`src/sv/rsi_pkg.sv`:
```
// shared constants and types for the relative strength index block
package rsi_pkg;

  // field and storage widths
  localparam int PRICE_BITS  = 32;
  localparam int MAX_PERIOD  = 1024;
  localparam int FRAC_BITS   = 16;
  localparam int PERIOD_BITS = 11;
  localparam int VALUE_BITS  = 23;

  // warm-up sums hold up to MAX_PERIOD moves, averages add the fraction bits
  localparam int SUM_BITS  = PRICE_BITS + $clog2(MAX_PERIOD);
  localparam int AVG_BITS  = SUM_BITS + FRAC_BITS;
  localparam int REM_BITS  = AVG_BITS + 1;
  localparam int MUL_BITS  = AVG_BITS + PERIOD_BITS;
  localparam int ITER_BITS = $clog2(AVG_BITS + 1);
  localparam int IDX_BITS  = PERIOD_BITS;

  // index value is (gain*100 << FRAC_BITS) / (gain+loss), quotient below 2^VALUE_BITS
  localparam int INDEX_SHIFT = VALUE_BITS - FRAC_BITS;

  localparam logic [IDX_BITS-1:0]    DONE_INDEX   = IDX_BITS'(MAX_PERIOD + 1);
  localparam logic [PERIOD_BITS-1:0] PERIOD_RESET = PERIOD_BITS'(14);
  localparam logic [PERIOD_BITS-1:0] PCT_SCALE    = PERIOD_BITS'(100);

  localparam logic [VALUE_BITS-1:0] HALF_SCALE    = VALUE_BITS'(50 << FRAC_BITS);
  localparam logic [VALUE_BITS-1:0] FULL_SCALE    = VALUE_BITS'(100 << FRAC_BITS);
  localparam logic [VALUE_BITS-1:0] NO_LOSS_VALUE =
    VALUE_BITS'((64'd10000 << FRAC_BITS) / 101);

  // divider control and status
  typedef struct packed {
    logic                 start;
    logic [ITER_BITS-1:0] iters;
  } div_ctl_t;

  typedef struct packed {
    logic busy;
    logic done;
  } div_sts_t;

endpackage

```
`src/sv/rsi_div.sv`:
```
// shared restoring divider, one quotient bit per cycle
module rsi_div (
  input  logic                              clk,
  input  logic                              rst_n,
  input  rsi_pkg::div_ctl_t                 ctl_i,
  input  logic [rsi_pkg::REM_BITS-1:0]      rem_init_i,
  input  logic [rsi_pkg::AVG_BITS-1:0]      num_i,
  input  logic [rsi_pkg::REM_BITS-1:0]      divisor_i,
  output logic [rsi_pkg::AVG_BITS-1:0]      quot_o,
  output rsi_pkg::div_sts_t                 sts_o
);
  import rsi_pkg::*;

  logic                 busy_r;
  logic                 done_r;
  logic [ITER_BITS-1:0] cnt_r;
  logic [REM_BITS-1:0]  rem_r;
  logic [AVG_BITS-1:0]  num_r;
  logic [REM_BITS-1:0]  div_r;
  logic [AVG_BITS-1:0]  quot_r;

  logic [REM_BITS:0]    trial;
  logic [REM_BITS:0]    diff;
  logic                 fits;

  // trial subtract of the divisor from the shifted remainder
  assign trial = {rem_r, num_r[AVG_BITS-1]};
  assign diff  = trial - {1'b0, div_r};
  assign fits  = trial >= {1'b0, div_r};

  // control: busy while iterating, done pulses with the last quotient bit
  always_ff @(posedge clk) begin
    if (!rst_n) begin
      busy_r <= 1'b0;
      done_r <= 1'b0;
      cnt_r  <= '0;
    end else begin
      done_r <= 1'b0;
      if (ctl_i.start) begin
        busy_r <= 1'b1;
        cnt_r  <= ctl_i.iters;
      end else if (busy_r) begin
        cnt_r <= cnt_r - ITER_BITS'(1);
        if (cnt_r == ITER_BITS'(1)) begin
          busy_r <= 1'b0;
          done_r <= 1'b1;
        end
      end
    end
  end

  // datapath: remainder, numerator shift field and quotient
  always_ff @(posedge clk) begin
    if (ctl_i.start) begin
      rem_r  <= rem_init_i;
      num_r  <= num_i;
      div_r  <= divisor_i;
      quot_r <= '0;
    end else if (busy_r) begin
      rem_r  <= fits ? diff[REM_BITS-1:0] : trial[REM_BITS-1:0];
      num_r  <= {num_r[AVG_BITS-2:0], 1'b0};
      quot_r <= {quot_r[AVG_BITS-2:0], fits};
    end
  end

  assign quot_o = quot_r;
  assign sts_o  = '{busy: busy_r, done: done_r};

  // remainder stays below the divisor while iterating
  a_rem_below_div: assert property (@(posedge clk) disable iff (!rst_n)
    busy_r |-> (rem_r < div_r))
    else $error("divider remainder not below divisor");

  // done comes only at the end of an iteration run
  a_done_after_busy: assert property (@(posedge clk) disable iff (!rst_n)
    done_r |-> ($past(busy_r) && !busy_r))
    else $error("divider done without preceding run");

  // a zero divisor never enters an iteration run
  a_div_nonzero: assert property (@(posedge clk) disable iff (!rst_n)
    busy_r |-> (div_r != '0))
    else $error("divider started with zero divisor");

endmodule

```
`src/sv/relative_strength_index.sv`:
```
// top level of the wilder relative strength index block
// One price word is taken, then the block is busy until its result word is
// registered. The first sample of a series and warm-up samples go straight
// to the output state. The sample that ends warm-up and every later sample
// use the single shared bit-serial divider: one pass for the average gain and
// one for the average loss (each after a 58x11 multiply when smoothing), then,
// unless the average loss is zero, a pass for the index value itself. An
// output register holds the result word, so the next price word can be taken
// while the previous result still waits. The period register is to be written
// through the cfg port only while the block is idle; the block does not enforce
// this. 0 acts as 1 and values above 1024 act as 1024.
module relative_strength_index (
  input  logic        clk,
  input  logic        rst_n,
  // price samples
  input  logic        in_tvalid,
  output logic        in_tready,
  input  logic [31:0] in_tdata,   // [31:0] price
  input  logic [0:0]  in_tuser,   // [0] restart
  // index results
  output logic        out_tvalid,
  input  logic        out_tready,
  output logic [23:0] out_tdata,  // [22:0] rsi_value, [23] zero
  output logic [0:0]  out_tuser,  // [0] rsi_ready
  // period register write
  input  logic        cfg_valid,
  output logic        cfg_ready,
  input  logic [10:0] cfg_data
);
  import rsi_pkg::*;

  typedef enum logic [2:0] {
    S_IDLE,
    S_MUL,
    S_LOAD,
    S_WAIT,
    S_OUT
  } state_t;

  typedef enum logic [1:0] {
    OP_WARM,
    OP_SMOOTH,
    OP_INDEX
  } op_t;

  state_t                 state_r, state_nxt;
  op_t                    op_r, op_nxt;
  logic                   side_r, side_nxt;     // 0 gain, 1 loss
  logic [PERIOD_BITS-1:0] period_r;
  logic [PERIOD_BITS-1:0] p_r, p_nxt;
  logic [PRICE_BITS-1:0]  last_price_r, last_price_nxt;
  logic [IDX_BITS-1:0]    idx_r, idx_nxt;
  logic [AVG_BITS-1:0]    gain_r, gain_nxt;
  logic [AVG_BITS-1:0]    loss_r, loss_nxt;
  logic [PRICE_BITS-1:0]  up_r, up_nxt;
  logic [PRICE_BITS-1:0]  down_r, down_nxt;
  logic [MUL_BITS-1:0]    mul_r, mul_nxt;
  logic [VALUE_BITS-1:0]  res_value_r, res_value_nxt;
  logic                   res_ready_r, res_ready_nxt;
  logic                   out_valid_r, out_valid_nxt;
  logic [VALUE_BITS-1:0]  out_value_r, out_value_nxt;
  logic                   out_flag_r, out_flag_nxt;

  // accept-time decode
  logic [PRICE_BITS-1:0]  price;
  logic                   restart;
  logic [PERIOD_BITS-1:0] p_clamp;
  logic [IDX_BITS-1:0]    idx_eff;
  logic [AVG_BITS-1:0]    gain_eff;
  logic [AVG_BITS-1:0]    loss_eff;
  logic                   rising;

  // shared multiply and divider operands
  logic [AVG_BITS-1:0]    mul_a;
  logic [PERIOD_BITS-1:0] mul_b;
  logic [PRICE_BITS-1:0]  move_sel;
  logic [MUL_BITS-1:0]    smooth_num;
  div_ctl_t               div_ctl;
  div_sts_t               div_sts;
  logic [REM_BITS-1:0]    div_rem_init;
  logic [AVG_BITS-1:0]    div_num;
  logic [REM_BITS-1:0]    div_divisor;
  logic [AVG_BITS-1:0]    div_quot;

  assign price   = in_tdata[PRICE_BITS-1:0];
  assign restart = in_tuser[0];

  // period as used by the item: 0 acts as 1, large values saturate
  always_comb begin
    if (period_r == '0) begin
      p_clamp = PERIOD_BITS'(1);
    end else if (period_r > PERIOD_BITS'(MAX_PERIOD)) begin
      p_clamp = PERIOD_BITS'(MAX_PERIOD);
    end else begin
      p_clamp = period_r;
    end
  end

  // restart clears the series before the sample is used
  assign idx_eff  = restart ? '0 : idx_r;
  assign gain_eff = restart ? '0 : gain_r;
  assign loss_eff = restart ? '0 : loss_r;
  assign rising   = price > last_price_r;

  // multiplier operands: smoothing weight or percent scale
  assign mul_a = side_r ? loss_r : gain_r;
  assign mul_b = (op_r == OP_INDEX) ? PCT_SCALE : (p_r - PERIOD_BITS'(1));

  // smoothing numerator avg*(p-1) + move
  assign move_sel   = side_r ? down_r : up_r;
  assign smooth_num = mul_r + (MUL_BITS'(move_sel) << FRAC_BITS);

  // divider operands per operation
  always_comb begin
    div_ctl.start = (state_r == S_LOAD);
    case (op_r)
      OP_WARM: begin
        div_rem_init = '0;
        div_num      = {mul_a[AVG_BITS-FRAC_BITS-1:0], {FRAC_BITS{1'b0}}};
        div_divisor  = REM_BITS'(p_r);
        div_ctl.iters = ITER_BITS'(AVG_BITS);
      end
      OP_SMOOTH: begin
        div_rem_init = REM_BITS'(smooth_num[MUL_BITS-1:AVG_BITS]);
        div_num      = smooth_num[AVG_BITS-1:0];
        div_divisor  = REM_BITS'(p_r);
        div_ctl.iters = ITER_BITS'(AVG_BITS);
      end
      OP_INDEX: begin
        div_rem_init = mul_r[INDEX_SHIFT +: REM_BITS];
        div_num      = {mul_r[INDEX_SHIFT-1:0], {FRAC_BITS{1'b0}},
                        {(AVG_BITS-VALUE_BITS){1'b0}}};
        div_divisor  = REM_BITS'(gain_r) + REM_BITS'(loss_r);
        div_ctl.iters = ITER_BITS'(VALUE_BITS);
      end
      default: begin
        div_rem_init = '0;
        div_num      = '0;
        div_divisor  = REM_BITS'(1);
        div_ctl.iters = ITER_BITS'(1);
      end
    endcase
  end

  rsi_div u_div (
    .clk        (clk),
    .rst_n      (rst_n),
    .ctl_i      (div_ctl),
    .rem_init_i (div_rem_init),
    .num_i      (div_num),
    .divisor_i  (div_divisor),
    .quot_o     (div_quot),
    .sts_o      (div_sts)
  );

  // sequencer next state
  always_comb begin
    state_nxt      = state_r;
    op_nxt         = op_r;
    side_nxt       = side_r;
    p_nxt          = p_r;
    last_price_nxt = last_price_r;
    idx_nxt        = idx_r;
    gain_nxt       = gain_r;
    loss_nxt       = loss_r;
    up_nxt         = up_r;
    down_nxt       = down_r;
    mul_nxt        = mul_r;
    res_value_nxt  = res_value_r;
    res_ready_nxt  = res_ready_r;
    out_value_nxt  = out_value_r;
    out_flag_nxt   = out_flag_r;
    out_valid_nxt  = out_valid_r && !out_tready;

    case (state_r)
      S_IDLE: begin
        if (in_tvalid) begin
          p_nxt          = p_clamp;
          last_price_nxt = price;
          up_nxt         = rising ? price - last_price_r : '0;
          down_nxt       = rising ? '0 : last_price_r - price;
          gain_nxt       = gain_eff;
          loss_nxt       = loss_eff;
          res_value_nxt  = HALF_SCALE;
          res_ready_nxt  = 1'b0;
          side_nxt       = 1'b0;
          if (idx_eff == '0) begin
            // first sample only sets the previous price
            idx_nxt   = IDX_BITS'(1);
            state_nxt = S_OUT;
          end else if (idx_eff != DONE_INDEX) begin
            // warm-up: accumulate the moves
            gain_nxt = gain_eff + AVG_BITS'(rising ? price - last_price_r : '0);
            loss_nxt = loss_eff + AVG_BITS'(rising ? '0 : last_price_r - price);
            if (idx_eff >= p_clamp) begin
              idx_nxt   = DONE_INDEX;
              op_nxt    = OP_WARM;
              state_nxt = S_LOAD;
            end else begin
              idx_nxt   = idx_eff + IDX_BITS'(1);
              state_nxt = S_OUT;
            end
          end else begin
            op_nxt    = OP_SMOOTH;
            state_nxt = S_MUL;
          end
        end
      end
      S_MUL: begin
        if (op_r == OP_INDEX && loss_r == '0) begin
          res_value_nxt = NO_LOSS_VALUE;
          res_ready_nxt = 1'b1;
          state_nxt     = S_OUT;
        end else begin
          mul_nxt   = MUL_BITS'(mul_a) * MUL_BITS'(mul_b);
          state_nxt = S_LOAD;
        end
      end
      S_LOAD: begin
        state_nxt = S_WAIT;
      end
      S_WAIT: begin
        if (div_sts.done) begin
          if (op_r == OP_INDEX) begin
            res_value_nxt = div_quot[VALUE_BITS-1:0];
            res_ready_nxt = 1'b1;
            state_nxt     = S_OUT;
          end else begin
            if (side_r) begin
              loss_nxt  = div_quot;
              op_nxt    = OP_INDEX;
              side_nxt  = 1'b0;
              state_nxt = S_MUL;
            end else begin
              gain_nxt  = div_quot;
              side_nxt  = 1'b1;
              state_nxt = (op_r == OP_WARM) ? S_LOAD : S_MUL;
            end
          end
        end
      end
      S_OUT: begin
        if (!out_valid_r || out_tready) begin
          out_valid_nxt = 1'b1;
          out_value_nxt = res_value_r;
          out_flag_nxt  = res_ready_r;
          state_nxt     = S_IDLE;
        end
      end
      default: begin
        state_nxt = S_IDLE;
      end
    endcase
  end

  // state, series registers and output word
  always_ff @(posedge clk) begin
    if (!rst_n) begin
      state_r      <= S_IDLE;
      op_r         <= OP_WARM;
      side_r       <= 1'b0;
      period_r     <= PERIOD_RESET;
      last_price_r <= '0;
      idx_r        <= '0;
      gain_r       <= '0;
      loss_r       <= '0;
      out_valid_r  <= 1'b0;
    end else begin
      state_r      <= state_nxt;
      op_r         <= op_nxt;
      side_r       <= side_nxt;
      last_price_r <= last_price_nxt;
      idx_r        <= idx_nxt;
      gain_r       <= gain_nxt;
      loss_r       <= loss_nxt;
      out_valid_r  <= out_valid_nxt;
      if (cfg_valid) begin
        period_r <= cfg_data;
      end
    end
    p_r         <= p_nxt;
    up_r        <= up_nxt;
    down_r      <= down_nxt;
    mul_r       <= mul_nxt;
    res_value_r <= res_value_nxt;
    res_ready_r <= res_ready_nxt;
    out_value_r <= out_value_nxt;
    out_flag_r  <= out_flag_nxt;
  end

  assign in_tready  = (state_r == S_IDLE);
  assign cfg_ready  = 1'b1;
  assign out_tvalid = out_valid_r;
  assign out_tdata  = {1'b0, out_value_r};
  assign out_tuser  = out_flag_r;

  // warm-up words carry the half-scale value
  a_warm_half: assert property (@(posedge clk) disable iff (!rst_n)
    (out_tvalid && !out_tuser[0]) |-> (out_tdata[VALUE_BITS-1:0] == HALF_SCALE))
    else $error("warm-up word without half-scale value");

  // computed index never exceeds full scale
  a_full_scale: assert property (@(posedge clk) disable iff (!rst_n)
    (out_tvalid && out_tuser[0]) |-> (out_tdata[VALUE_BITS-1:0] <= FULL_SCALE))
    else $error("index value above full scale");

  // warm-up sums stay within their integer width
  a_sum_width: assert property (@(posedge clk) disable iff (!rst_n)
    (idx_r != DONE_INDEX) |-> (gain_r[AVG_BITS-1:SUM_BITS] == '0 &&
                               loss_r[AVG_BITS-1:SUM_BITS] == '0))
    else $error("warm-up sum overflow");

  // sample index never runs past the end of warm-up
  a_idx_range: assert property (@(posedge clk) disable iff (!rst_n)
    idx_r <= DONE_INDEX)
    else $error("sample index out of range");

  // divider is never restarted mid-run
  a_div_start: assert property (@(posedge clk) disable iff (!rst_n)
    div_ctl.start |-> !div_sts.busy)
    else $error("divider started while busy");

endmodule

```
`config.mk`:
```
export PLATFORM = sky130hd
export DESIGN_NAME = relative_strength_index
export DESIGN_NICKNAME = d
export VERILOG_FILES = /design/src/sv/rsi_pkg.sv /design/src/sv/rsi_div.sv /design/src/sv/relative_strength_index.sv
export SDC_FILE = /design/constraint.sdc
export NUM_CORES = 2
export LEC_CHECK = 0
export BUFFER_PORTS_ARGS = -buffer_cell sky130_fd_sc_hd__buf_2
export CORE_ASPECT_RATIO = 1.25
export CORE_UTILIZATION = 55
export DETAILED_ROUTE_END_ITERATION = 8
export GPL_TIMING_DRIVEN = 0
export PLACE_DENSITY = 0.71
export SLEW_MARGIN = 20
export SYNTH_ARGS = -nofsm -noshare
export SYNTH_HDL_FRONTEND = slang
export SYNTH_SLANG_ARGS = --single-unit
```
`constraint.sdc`:
```
create_clock -name clk -period 24.2 [get_ports clk]
set_input_delay 1.21 -clock clk [delete_from_list [all_inputs] [get_ports clk]]
set_output_delay 1.21 -clock clk [all_outputs]
set_load 0.02 [all_outputs]
```
==> summary.txt <==
Synth
  • Syn avg cell area: 8.507 sq um
  • Number of enable flip-flop cells after synthesis: 368
  • Post-synth ARST share: 0
  • Ys flop type: edfxtp_1
  • Post-synthesis cell type count: 115
  • Synth warn: 0
  • Sequential share of the synthesized area: 0.2446
  • Mapped Area: 65080 sq um
  • Post-Syn Nets: 8665
  • Flip-flop and latch count after synthesis: 611
  • Post-Synthesis Cells: 7650

Global routing
  • Initial antenna violation count: 18
  • First-pass GRT wire length: 391200 um
  • Largest net degree at the start of global routing: 52
  • Grt total ovfl: 0
  • GRT Resource Usage Total: 0.4536
  • Vias in the first global route: 59270

CTS
  • Clock Tree Root: clkbuf_16
  • Clk buf depth: 3
  • # Post-CTS Setup Buffers: 0
  • Clock Pin Slew Worst Setup and Hold Paths: 0.06 ns
  • H-tree levels: 3
  • CTS tree: built
  • # clock sinks: 611
  • Clock insertion delay at the later pin of the skew report: 0.77 ns
  • Post-CTS sizing: 0
  • TritonCTS buffer count: 70
  • Post-CTS Hold Buffers: 0

Worst setup path
  • CP endpoint kind: flip-flop
  • Worst Path Buf+Inv: 7
  • CP startpoint kind: flip-flop
  • CP max FO: 10
  • CP Class: reg2reg
  • Slowest stage delay, CP: 0.94 ns
  • Worst path slowest cell: clkbuf_1
  • Arr. time, crit path: 10.87 ns
  • Req. time, crit path: 24.65 ns
  • Crit path max-delay family: adder cells
  • Crit-path most repeated cell: fa_1
  • Reg2Reg Setup Slack: 13.78 ns

Routing
  • Starting DRT DRC Count: 7268
  • Detailed-route wire length: 273900 um
  • Final antenna-violating net count: 0
  • Pre-Repair DR Iteration Count: 7
  • DRC viols: 0
  • Via count: 60940
  • Via density: 6.456
  • WL per Instance: 29.02 um

Timing
  • Min cycle time layout: 10.42 ns
  • RSZ-0062 raised after global routing: false
  • Rel. slew slack: 0.1169
  • Fmax: 0.09596 GHz
  • Endpoints failing setup: 0
  • Final slew viol count: 0
  • Setup Total Neg Slack: 0 ns
  • Final worst slack: 13.78 ns
  • Clock Skews: 0.07230 ns
  • Tcrit/Tclk final: 0.4306
  • Fin. Hold Viols: 0
  • Worst slew pin tran: 1.325 ns

Floorplan
  • IO Count: 77
  • Chip width: 309.7 um
  • Core Region: 117000 sq um
  • Initial Util: 0.5561
  • Die Y: 386.6 um
  • Cell Rows: 140
  • Die area: 119700 sq um

Hold path
  • Worst min path class: reg2reg

Pwr
  • Sequential Power Share: 0.361
  • Combinational power share: 0.301
  • P_leak: 29.74 nW
  • Pwr Density: 46.91 nW/um^2
  • Sw Pwr: 1.231 mW
  • Maximum VDD drop: 0.07063 mV
  • Clk pwr share: 0.339
  • Power Total: 3.285 mW
  • Internal: 2.054 mW
  • Sw Share: 0.3747

Cells and area
  • Multi-input gate area: 45120 sq um
  • Post-route cell area: 70030 sq um
  • Reg area: 15920 sq um
  • Layout Area Growth over Synthesis: 7.610%
  • Finished Core Util: 0.5985
  • Fillers: 10890
  • NumNets Final: 8826
  • Layout cells sized above 1: 0.05454

Placement
  • Post-place setup slack: 14.26 ns
  • DP HPWL: 221800 um
  • Port bufs: 74
  • Placer Congestion: 1.128
  • Placed inst area: 67660 sq um

Outcome
  • Status: complete, no violations

Flow run
  • Max-cap violation count: 0
sequential cells by signal, indices dropped and copies added (netlist names), 2 cells and up:
signal and flops:
u_div.cnt_r 6, state_r 3, u_div.rem_r 59, mul_r 69, res_value_r 23, period_r 11, up_r 32, loss_r 58
op_r 2, u_div.div_r 59, u_div.quot_o 58, last_price_r 32, idx_r 11, out_value_r 23, down_r 32, p_r 11
u_div.num_r 58, gain_r 58
stage by stage:
| stage | cells | hold WS [ns] |
|---|---|---|
| 3_5_place_dp | 9301 | 0.4045 |
| 2_1_floorplan | 7650 | 0.4003 |
| 6_report | 9440 | 0.4148 |
| 5_1_grt | 9428 | 0.4213 |
| 4_1_cts | 9428 | 0.4179 |
| 3_3_place_gp | 9286 | 0.4042 |
cells in the mapped netlist (65+ instances only):
cell type,count,share of area
nand2_1,983,0.057
nor2_1,741,0.043
inv_1,662,0.038
a21oi_1,551,0.042
fa_1,510,0.16
ha_1,456,0.088
edfxtp_1,368,0.17
o21ai_0,328,0.025
clkbuf_1,326,0.019
a21o_1,281,0.032
dfxtp_1,243,0.075
xnor2_1,225,0.030
nor2b_1,212,0.020
xor2_1,155,0.021
nand3_1,150,0.012
mux2i_1,133,0.020
mux2_2,91,0.016
nor3_1,88,0.0068
nand4_1,74,0.0071
a31oi_1,72,0.0069
o21ai_1,68,0.0052
and3_1,65,0.0062
metal layers:
layer,vias up,global-route usage,share of wire
met2,3712,0.6937,0.44
met1,29340,0.5222,0.35
li1,26650,-,-
met3,1218,0.1155,0.10
met5,-,0,0.00045
met4,18,0.4032,0.11
power by group through the flow:
stage | Clock [mW] | Sequential [mW] | Combinational, mW
after floorplan | 0 | 1.19 | 0.631
after global placement | 0 | 1.20 | 0.938
after detailed placement | 0 | 1.20 | 0.952
after CTS | 1.11 | 1.18 | 0.956
after global routing | 1.15 | 1.18 | 1.06
final | 1.11 | 1.18 | 0.988
path summary, 6_finish.rpt:
check	start	endpoint	cells past startpoint
max reg2reg	op_r[1]	mul_r[65]	28
min	res_value_r[0]	out_value_r[0]	0
max	op_r[1]	mul_r[65]	28
min reg2reg	res_value_r[0]	out_value_r[0]	0
kinds of logic after synthesis:
| group | after synthesis | share of synthesized area |
|---|---|---|
| simple gates | 2524 | 0.1737 |
| compound gates | 1872 | 0.1869 |
| buf+inv | 1071 | 0.06285 |
| fa+ha+maj | 966 | 0.2446 |
| flops | 611 | 0.2446 |
| xor+xnor | 380 | 0.05114 |
| mux | 224 | 0.03620 |
| other cells | 2 | 0.0001154 |
layout make-up:
| class | instances | share of cell area |
|---|---|---|
| antenna | 12 | 0.0004288 |
| buffer | 406 | 0.02294 |
| clock buffer | 86 | 0.02644 |
| clock inverter | 41 | 0.006807 |
| inverter | 665 | 0.03564 |
| multi-input combinational | 5968 | 0.6443 |
| sequential | 611 | 0.2273 |
| tap | 1562 | 0.02791 |
| timing repair buffer | 89 | 0.008272 |
placed cells by master (no fill, tap or decap), types with 16 or more instances in the layout:
master and count:
and2_1 39, a22o_1 19, or2_2 16, o221ai_1 24, edfxtp_1 368, a311oi_1 22, a211oi_1 51, a22oi_1 47
clkbuf_16 70, o21bai_1 55, nand2_1 983, xor2_1 155, fa_1 510, mux2_2 91, nor2b_1 212, buf_1 38
and3_1 64, o211ai_1 54, xnor2_1 225, nand2b_1 57, a21boi_0 35, o21ai_0 328, buf_2 106, o21ai_1 68
ha_1 456, nand4_1 74, nand3_1 150, a21o_1 281, a21oi_1 550, nor4_1 31, a31oi_1 72, dfxtp_1 243
clkbuf_1 332, inv_1 662, o31ai_1 30, o21a_1 44, nor2_1 738, mux2i_1 133, nor3_1 87
Power figures use the tool's default switching activity.
